File: config.mk
export PLATFORM = sky130hd
export DESIGN_NAME = length_prefixed_message_deframer_unit
export DESIGN_NICKNAME = d
export VERILOG_FILES = /design/src/rtl/lpmd_pkg.sv /design/src/rtl/lpmd_front.sv /design/src/rtl/lpmd_fifo.sv /design/src/rtl/lpmd_back.sv /design/src/rtl/length_prefixed_message_deframer_unit.sv
export SDC_FILE = /design/constraint.sdc
export NUM_CORES = 1
export LEC_CHECK = 0
export ABC_CLOCK_PERIOD_IN_PS = 9900
export BUFFER_PORTS_ARGS = -buffer_cell sky130_fd_sc_hd__buf_2
export CAP_MARGIN = 20
export CORE_ASPECT_RATIO = 1.75
export CORE_MARGIN = 10
export CORE_UTILIZATION = 65
export CTS_CLUSTER_DIAMETER = 30
export DETAILED_ROUTE_END_ITERATION = 10
export GPL_ROUTABILITY_DRIVEN = 0
export PLACE_DENSITY = 0.91
export SLEW_MARGIN = 20
export SYNTH_ARGS = -nofsm -noshare
export SYNTH_HDL_FRONTEND = slang
export SYNTH_SLANG_ARGS = --single-unit
File: constraint.sdc
create_clock -name clk_i -period 9.9 [get_ports clk_i]
set_input_delay 0.495 -clock clk_i [delete_from_list [all_inputs] [get_ports clk_i]]
set_output_delay 0.495 -clock clk_i [all_outputs]
set_load 0.02 [all_outputs]
File: src/rtl/lpmd_pkg.sv
// ----------------------------------------------------------------------------
// lpmd_pkg
// Types and constants shared by the deframer modules.
// ----------------------------------------------------------------------------
package lpmd_pkg;

  // Bytes per header word (channel and length); range 1..8.
  localparam int HEADER_WORD_BYTES = 4;
  localparam int HDR_IDX_W = (HEADER_WORD_BYTES > 1) ? $clog2(HEADER_WORD_BYTES) : 1;

  localparam int WORD_W = 32;
  localparam logic [WORD_W-1:0] MAX_LENGTH_RST = 32'd65536;

  // Result queue between parser and output stage.
  localparam int FIFO_DEPTH = 2;
  localparam int FIFO_PTR_W = (FIFO_DEPTH > 1) ? $clog2(FIFO_DEPTH) : 1;
  localparam int FIFO_CNT_W = $clog2(FIFO_DEPTH + 1);

  // Configuration register indexes.
  localparam int CFG_IDX_W = 2;
  localparam logic [CFG_IDX_W-1:0] CFG_CHANNEL_ENABLE = 2'd0;
  localparam logic [CFG_IDX_W-1:0] CFG_MAX_LENGTH     = 2'd1;

  typedef enum logic [1:0] {
    PH_CHANNEL = 2'd0,
    PH_LENGTH  = 2'd1,
    PH_PAYLOAD = 2'd2,
    PH_HALTED  = 2'd3
  } phase_e;

  typedef enum logic [1:0] {
    KIND_BYTE  = 2'd0,
    KIND_EMPTY = 2'd1,
    KIND_ERROR = 2'd2
  } kind_e;

  typedef struct packed {
    kind_e             kind;
    logic [7:0]        data;
    logic [WORD_W-1:0] channel;
    logic              last;
  } result_t;

endpackage

File: src/rtl/lpmd_front.sv
// ----------------------------------------------------------------------------
// lpmd_front
// Byte parser: header assembly, length check, payload count, config regs.
// ----------------------------------------------------------------------------
module lpmd_front (
  input  logic                              clk_i,
  input  logic                              rst_ni,
  input  logic                              in_valid_i,
  output logic                              in_ready_o,
  input  logic [7:0]                        in_byte_i,
  input  logic                              cfg_valid_i,
  input  logic [lpmd_pkg::CFG_IDX_W-1:0]    cfg_index_i,
  input  logic [lpmd_pkg::WORD_W-1:0]       cfg_data_i,
  input  logic                              fifo_full_i,
  output logic                              push_o,
  output lpmd_pkg::result_t                 push_data_o
);

  lpmd_pkg::phase_e                    phase_q, phase_d;
  logic [lpmd_pkg::HDR_IDX_W-1:0]      hdr_idx_q, hdr_idx_d;
  logic [lpmd_pkg::WORD_W-1:0]         assembly_q, assembly_d;
  logic [lpmd_pkg::WORD_W-1:0]         channel_id_q, channel_id_d;
  logic [lpmd_pkg::WORD_W-1:0]         remaining_q, remaining_d;
  logic                                chan_en_q, chan_en_d;
  logic [lpmd_pkg::WORD_W-1:0]         max_len_q, max_len_d;

  logic                                accept;
  logic                                hdr_done;
  logic [lpmd_pkg::WORD_W-1:0]         hdr_word;
  lpmd_pkg::phase_e                    start_phase;

  assign in_ready_o  = !fifo_full_i;
  assign accept      = in_valid_i && in_ready_o;
  assign hdr_word    = {assembly_q[lpmd_pkg::WORD_W-9:0], in_byte_i};
  assign hdr_done    = (hdr_idx_q == lpmd_pkg::HDR_IDX_W'(lpmd_pkg::HEADER_WORD_BYTES - 1));
  assign start_phase = chan_en_q ? lpmd_pkg::PH_CHANNEL : lpmd_pkg::PH_LENGTH;

  always_comb begin
    phase_d      = phase_q;
    hdr_idx_d    = hdr_idx_q;
    assembly_d   = assembly_q;
    channel_id_d = channel_id_q;
    remaining_d  = remaining_q;
    chan_en_d    = chan_en_q;
    max_len_d    = max_len_q;
    push_o       = 1'b0;
    push_data_o.kind    = lpmd_pkg::KIND_BYTE;
    push_data_o.data    = '0;
    push_data_o.channel = chan_en_q ? channel_id_q : '0;
    push_data_o.last    = 1'b0;

    if (accept) begin
      case (phase_q)
        lpmd_pkg::PH_CHANNEL, lpmd_pkg::PH_LENGTH: begin
          assembly_d = hdr_word;
          hdr_idx_d  = hdr_idx_q + 1'b1;
          if (hdr_done) begin
            hdr_idx_d  = '0;
            assembly_d = '0;
            if (phase_q == lpmd_pkg::PH_CHANNEL) begin
              channel_id_d = hdr_word;
              phase_d      = lpmd_pkg::PH_LENGTH;
            end else begin
              remaining_d = hdr_word;
              if (hdr_word > max_len_q) begin
                phase_d          = lpmd_pkg::PH_HALTED;
                push_o           = 1'b1;
                push_data_o.kind = lpmd_pkg::KIND_ERROR;
                push_data_o.last = 1'b1;
              end else if (hdr_word == '0) begin
                phase_d          = start_phase;
                push_o           = 1'b1;
                push_data_o.kind = lpmd_pkg::KIND_EMPTY;
                push_data_o.last = 1'b1;
              end else begin
                phase_d = lpmd_pkg::PH_PAYLOAD;
              end
            end
          end
        end
        lpmd_pkg::PH_PAYLOAD: begin
          remaining_d      = remaining_q - 1'b1;
          push_o           = 1'b1;
          push_data_o.data = in_byte_i;
          if (remaining_q == lpmd_pkg::WORD_W'(1)) begin
            push_data_o.last = 1'b1;
            phase_d          = start_phase;
            hdr_idx_d        = '0;
            assembly_d       = '0;
          end
        end
        default: begin
          // halted: byte dropped
        end
      endcase
    end

    if (cfg_valid_i) begin
      case (cfg_index_i)
        lpmd_pkg::CFG_CHANNEL_ENABLE: begin
          if (cfg_data_i[0] != chan_en_q) begin
            chan_en_d = cfg_data_i[0];
            // mode change drops any partial frame
            if (phase_q != lpmd_pkg::PH_HALTED) begin
              remaining_d = '0;
              hdr_idx_d   = '0;
              assembly_d  = '0;
              phase_d     = cfg_data_i[0] ? lpmd_pkg::PH_CHANNEL : lpmd_pkg::PH_LENGTH;
            end
          end
        end
        lpmd_pkg::CFG_MAX_LENGTH: begin
          max_len_d = cfg_data_i;
        end
        default: begin
        end
      endcase
    end
  end

  always_ff @(posedge clk_i or negedge rst_ni) begin
    if (!rst_ni) begin
      phase_q      <= lpmd_pkg::PH_LENGTH;
      hdr_idx_q    <= '0;
      assembly_q   <= '0;
      channel_id_q <= '0;
      remaining_q  <= '0;
      chan_en_q    <= 1'b0;
      max_len_q    <= lpmd_pkg::MAX_LENGTH_RST;
    end else begin
      phase_q      <= phase_d;
      hdr_idx_q    <= hdr_idx_d;
      assembly_q   <= assembly_d;
      channel_id_q <= channel_id_d;
      remaining_q  <= remaining_d;
      chan_en_q    <= chan_en_d;
      max_len_q    <= max_len_d;
    end
  end

endmodule

File: src/rtl/lpmd_fifo.sv
// ----------------------------------------------------------------------------
// lpmd_fifo
// Short result queue between parser and output stage.
// ----------------------------------------------------------------------------
module lpmd_fifo (
  input  logic               clk_i,
  input  logic               rst_ni,
  input  logic               push_i,
  input  lpmd_pkg::result_t  push_data_i,
  output logic               full_o,
  input  logic               pop_i,
  output logic               empty_o,
  output lpmd_pkg::result_t  pop_data_o
);

  lpmd_pkg::result_t                mem_q [lpmd_pkg::FIFO_DEPTH];
  logic [lpmd_pkg::FIFO_PTR_W-1:0]  wr_ptr_q, wr_ptr_d;
  logic [lpmd_pkg::FIFO_PTR_W-1:0]  rd_ptr_q, rd_ptr_d;
  logic [lpmd_pkg::FIFO_CNT_W-1:0]  count_q, count_d;

  localparam logic [lpmd_pkg::FIFO_PTR_W-1:0] PtrLast =
    lpmd_pkg::FIFO_PTR_W'(lpmd_pkg::FIFO_DEPTH - 1);

  assign full_o     = (count_q == lpmd_pkg::FIFO_CNT_W'(lpmd_pkg::FIFO_DEPTH));
  assign empty_o    = (count_q == '0);
  assign pop_data_o = mem_q[rd_ptr_q];

  always_comb begin
    wr_ptr_d = wr_ptr_q;
    rd_ptr_d = rd_ptr_q;
    count_d  = count_q;
    if (push_i) begin
      wr_ptr_d = (wr_ptr_q == PtrLast) ? '0 : wr_ptr_q + 1'b1;
    end
    if (pop_i) begin
      rd_ptr_d = (rd_ptr_q == PtrLast) ? '0 : rd_ptr_q + 1'b1;
    end
    if (push_i && !pop_i) begin
      count_d = count_q + 1'b1;
    end else if (pop_i && !push_i) begin
      count_d = count_q - 1'b1;
    end
  end

  always_ff @(posedge clk_i or negedge rst_ni) begin
    if (!rst_ni) begin
      wr_ptr_q <= '0;
      rd_ptr_q <= '0;
      count_q  <= '0;
    end else begin
      wr_ptr_q <= wr_ptr_d;
      rd_ptr_q <= rd_ptr_d;
      count_q  <= count_d;
    end
  end

  always_ff @(posedge clk_i) begin
    if (push_i) begin
      mem_q[wr_ptr_q] <= push_data_i;
    end
  end

endmodule

File: src/rtl/lpmd_back.sv
// ----------------------------------------------------------------------------
// lpmd_back
// Output register: drains the result queue onto the output channel.
// ----------------------------------------------------------------------------
module lpmd_back (
  input  logic               clk_i,
  input  logic               rst_ni,
  input  logic               empty_i,
  input  lpmd_pkg::result_t  head_i,
  output logic               pop_o,
  output logic               out_valid_o,
  input  logic               out_ready_i,
  output lpmd_pkg::result_t  out_res_o
);

  logic               out_valid_q, out_valid_d;
  lpmd_pkg::result_t  out_res_q;

  // load when the register is free or its transaction completes now
  assign pop_o = !empty_i && (!out_valid_q || out_ready_i);

  always_comb begin
    out_valid_d = out_valid_q;
    if (pop_o) begin
      out_valid_d = 1'b1;
    end else if (out_ready_i) begin
      out_valid_d = 1'b0;
    end
  end

  always_ff @(posedge clk_i or negedge rst_ni) begin
    if (!rst_ni) begin
      out_valid_q <= 1'b0;
    end else begin
      out_valid_q <= out_valid_d;
    end
  end

  always_ff @(posedge clk_i) begin
    if (pop_o) begin
      out_res_q <= head_i;
    end
  end

  assign out_valid_o = out_valid_q;
  assign out_res_o   = out_res_q;

endmodule

File: src/rtl/length_prefixed_message_deframer_unit.sv
// ----------------------------------------------------------------------------
// length_prefixed_message_deframer_unit
// Splits a byte stream into length-prefixed messages, optional channel word.
// ----------------------------------------------------------------------------
//
//  Channel  Direction  Handshake              Payload
//  in       sink       in_valid_i/in_ready_o    in_byte_i
//  out      source     out_valid_o/out_ready_i  kind_o, data_o, channel_o, last_o
//  cfg      sink       cfg_valid_i/cfg_ready_o  cfg_index_i, cfg_data_i
//
//  One byte per clock while the queue is not full; the parser handles each
//  byte with one header shift, one 32-bit compare or decrement.
//  Each result is written into the queue, then loaded into the output
//  register, and out_valid_o rises when that register is loaded.
//  The two-entry queue plus output register let the input keep flowing while
//  a result waits; in_ready_o drops only when the queue is full.
//  Reset: length-header phase, channel mode off, max length 65536, no
//  results pending. cfg_ready_o is always high.
//  After an oversize length the error result is sent and all later bytes
//  are taken and dropped until reset.
//
module length_prefixed_message_deframer_unit (
  input  logic                              clk_i,
  input  logic                              rst_ni,
  input  logic                              in_valid_i,
  output logic                              in_ready_o,
  input  logic [7:0]                        in_byte_i,
  output logic                              out_valid_o,
  input  logic                              out_ready_i,
  output logic [1:0]                        kind_o,
  output logic [7:0]                        data_o,
  output logic [lpmd_pkg::WORD_W-1:0]       channel_o,
  output logic                              last_o,
  input  logic                              cfg_valid_i,
  output logic                              cfg_ready_o,
  input  logic [lpmd_pkg::CFG_IDX_W-1:0]    cfg_index_i,
  input  logic [lpmd_pkg::WORD_W-1:0]       cfg_data_i
);

  logic               fifo_full;
  logic               fifo_empty;
  logic               push;
  logic               pop;
  lpmd_pkg::result_t  push_data;
  lpmd_pkg::result_t  head;
  lpmd_pkg::result_t  out_res;

  // registers must be written only while idle (the block does not enforce it); no backpressure needed
  assign cfg_ready_o = 1'b1;

  // front: parses bytes, emits results into the queue
  lpmd_front u_front (
    .clk_i       (clk_i),
    .rst_ni      (rst_ni),
    .in_valid_i  (in_valid_i),
    .in_ready_o  (in_ready_o),
    .in_byte_i   (in_byte_i),
    .cfg_valid_i (cfg_valid_i && cfg_ready_o),
    .cfg_index_i (cfg_index_i),
    .cfg_data_i  (cfg_data_i),
    .fifo_full_i (fifo_full),
    .push_o      (push),
    .push_data_o (push_data)
  );

  // queue decouples parser stalls from output stalls
  lpmd_fifo u_fifo (
    .clk_i       (clk_i),
    .rst_ni      (rst_ni),
    .push_i      (push),
    .push_data_i (push_data),
    .full_o      (fifo_full),
    .pop_i       (pop),
    .empty_o     (fifo_empty),
    .pop_data_o  (head)
  );

  // back: output register toward the consumer
  lpmd_back u_back (
    .clk_i       (clk_i),
    .rst_ni      (rst_ni),
    .empty_i     (fifo_empty),
    .head_i      (head),
    .pop_o       (pop),
    .out_valid_o (out_valid_o),
    .out_ready_i (out_ready_i),
    .out_res_o   (out_res)
  );

  assign kind_o    = out_res.kind;
  assign data_o    = out_res.data;
  assign channel_o = out_res.channel;
  assign last_o    = out_res.last;

endmodule

==> run metrics <==
Die Y=198 um; fmax=252 MHz; Logic pwr share=18.4%; Antenna Cells=0; Detailed Route WL=29,000 um; syn_area_per_cell=12.8 sq um; final instance area=13,500 sq um; Tot Pwr=2.98 mW; RSZ-0062 raised after global routing=false; vias per cell=6.60; Worst Slack Setup Final=5930 ps; initial antenna violation count=0; worst slew pin tran=1150 ps; Nets=1,097; starting density of the core=65.8%; Cell Pwr Density=220 nW/um^2; Vias=8,392; max-cap violations=0; critical path startpoint category=flop; 1st-pass router iterations=6; Critical Path Source=u_front.assembly_q[22]$_DFF_PN0_; final hold slack=0.992 ps; clock latency at the later pin of the worst-skew pair=560 ps; CP endpoint kind=flop; vias in the first global route=8,674; largest net degree at the start of global routing=75; Die Area=24,200 sq um; standard-cell rows=65; data arrival time of the critical path=4440 ps; filler instances=1,055; top cell type's share of synthesized area=32.8%; YS warnings=0; sequential fraction of the synthesis area=60.3%; drt wl/cell=22.8 um; Post-route DRC=0; cell with the most instances after synthesis=edfxtp_1; CTS root buf=clkbuf_16; fin crit period=3970 ps; cell count after placement=1,215; Reg2Reg Setup Slack=5930 ps; setup bufs post-CTS=0; Setup Viol. Count Final=0; Pleak=5.99 nW; peak supply drop=0.151 mV; clock skew=16.1 ps; cell internal pwr=2.07 mW; crit-path max FO=5; Post-synth EDFFs=129; P_sw=0.906 mW; Sequential Power Share=45.5%; fin util=75.4%; Hold Vio Cnt, Final=0; IO buf count=91; Final Non-Filler Cells=1,272; outcome=completed; synth cell count leaders=edfxtp_1 (129), dfrtp_1 (128), mux2_2 (106), nor2_1 (52), nand2_1 (50); wire length of the first global-routing pass=45,800 um; Max-slew headroom=23.1%; DP HPWL=18,900 um; Layout area overhead=14.6%; synthesized area=11,800 sq um; CTS Buffer Depth=3; clock share of power=36.1%; worst min-delay path class=in2async; synth top area cells=edfxtp_1 (33%), dfrtp_1 (27%), mux2_2 (10%); synthesized net count=1,007; synthesized flop and latch total=259; Synth async-reset ratio=50.2%; share of cells above drive strength 1=27.4%; Worst R2R Start=u_front.assembly_q[22]$_DFF_PN0_; r2r endpoint=u_fifo.count_q[1]$_DFFE_PN0P_; setup TNS=0 ps; Synth Instances=924; Post-CTS Hold Buffers=0; gr usage total=23.9%; CTS-repair resized insts=0; area leader, netlist=edfxtp_1; Synth cell types=65; Critical Path Sink=u_fifo.count_q[1]$_DFFE_PN0P_; antenna viol nets, final=0; fin. max-slew vios=0; DR iter-0 viols=1,233; total CTS buffers=30; Die X=122 um; GRT overflow=0; final worst-path cycle share=40.1%; Reg clk slew, reported paths=70 ps; Main synth FF type=edfxtp_1; instance area at placement=12,500 sq um; Worst Reg-to-Reg Cells=11; Placement Setup Slack=6270 ps; I/O pins=93; worst path required time=10,370 ps; switch share=30.4%; WS Path Type=reg2reg; core box area=18,000 sq um; H-tree depth=1; CTS tree=built; Sink Count=259
[cells in the final DEF (no fill, tap or decap), drive strengths merged, types with 8 or more instances in the layout]
master    n
and2     36
nor3     14
ha       36
inv      53
dfrtp   128
a22oi    11
buf     102
nor2     52
a222oi   10
o21ai    24
clkinv   12
xor2     17
nand4    15
and3      8
a31oi     9
edfxtp  129
a22o     24
a21oi    45
mux2    106
nor4     21
nand2    50
clkbuf   35
nand3    13
[flip-flops by register name, indices dropped and copies added, names as in the netlist]
name	count
u_fifo.mem_q	86
u_front.channel_id_q	32
u_front.remaining_q	32
u_front.chan_en_q	1
u_fifo.wr_ptr_q	1
u_fifo.count_q	2
u_front.phase_q	2
u_fifo.rd_ptr_q	1
u_front.assembly_q	24
u_back.out_valid_o	1
u_front.hdr_idx_q	2
u_front.max_len_q	32
u_back.out_res_o	43
[worst max-delay path, cell delays in order (launching register included)]
cell and delay, ps:
dfrtp_1 510, ha_1 400, nand4_1 220, or4_1 630, nor2_1 150, a21oi_1 120
o31ai_1 930, inv_1 180, ha_1 290, xor2_1 160, nor2_1 130, xor2_1 150
[power groups by stage]
stage	sequential, mW	combinational [mW]	clock (mW)
after floorplan	1.44	0.286	0
after global placement	1.37	0.526	0
after detailed placement	1.37	0.542	0
after CTS	1.35	0.551	1.08
after global routing	1.37	0.593	1.13
final	1.35	0.548	1.08
[logic make-up (layout without fill, tap and decap cells)]
family | count (synthesis) | in the layout | share of synthesized area (%)
AND/OR/NAND/NOR | 244 | 244 | 11.1
XOR/XNOR | 22 | 22 | 1.63
adder cells (fa/ha/maj) | 36 | 36 | 3.81
multiplexers | 113 | 113 | 10.7
other | 1 | 1 | 0.0317
AO/OA/AOI/OAI | 159 | 159 | 9.48
flip-flops | 259 | 259 | 60.3
buffers and inverters | 90 | 204 | 2.94
[routing by layer]
metal | vias up | GRT usage [%] | routed length (um)
met1 | 3981 | 26.0 | 9480
met5 | - | 0 | 0
li1 | 3610 | - | -
met2 | 596 | 40.7 | 14600
met4 | 0 | 15.3 | 2140
met3 | 205 | 5.28 | 2760
[how the worst min path moves through the flow]
stage / start / endpoint / slack, ps / cells after the start
finish: rst_ni / u_fifo.rd_ptr_q$_DFFE_PN0P_ / 1 / 1
global route: rst_ni / u_fifo.rd_ptr_q$_DFFE_PN0P_ / 60 / 1
CTS: rst_ni / u_fifo.rd_ptr_q$_DFFE_PN0P_ / 30 / 1
detailed placement: u_fifo.rd_ptr_q$_DFFE_PN0P_ / u_fifo.rd_ptr_q$_DFFE_PN0P_ / 470 / 1
global placement: u_fifo.rd_ptr_q$_DFFE_PN0P_ / u_fifo.rd_ptr_q$_DFFE_PN0P_ / 460 / 1
floorplan: rst_ni / u_back.out_valid_o$_DFFE_PN0P_ / 200 / 0
[layout make-up]
type	instances	area (sq um)	share of cell area [%]
Sequential cell	259	7130	52.6
Multi-Input combinational cell	575	4370	32.2
Clock buffer	34	786	5.80
Timing Repair Buffer	103	586	4.32
Tap cell	234	293	2.16
Clock inverter	22	219	1.62
Inverter	45	169	1.25
No activity file was read; power rests on OpenSTA's default activity.
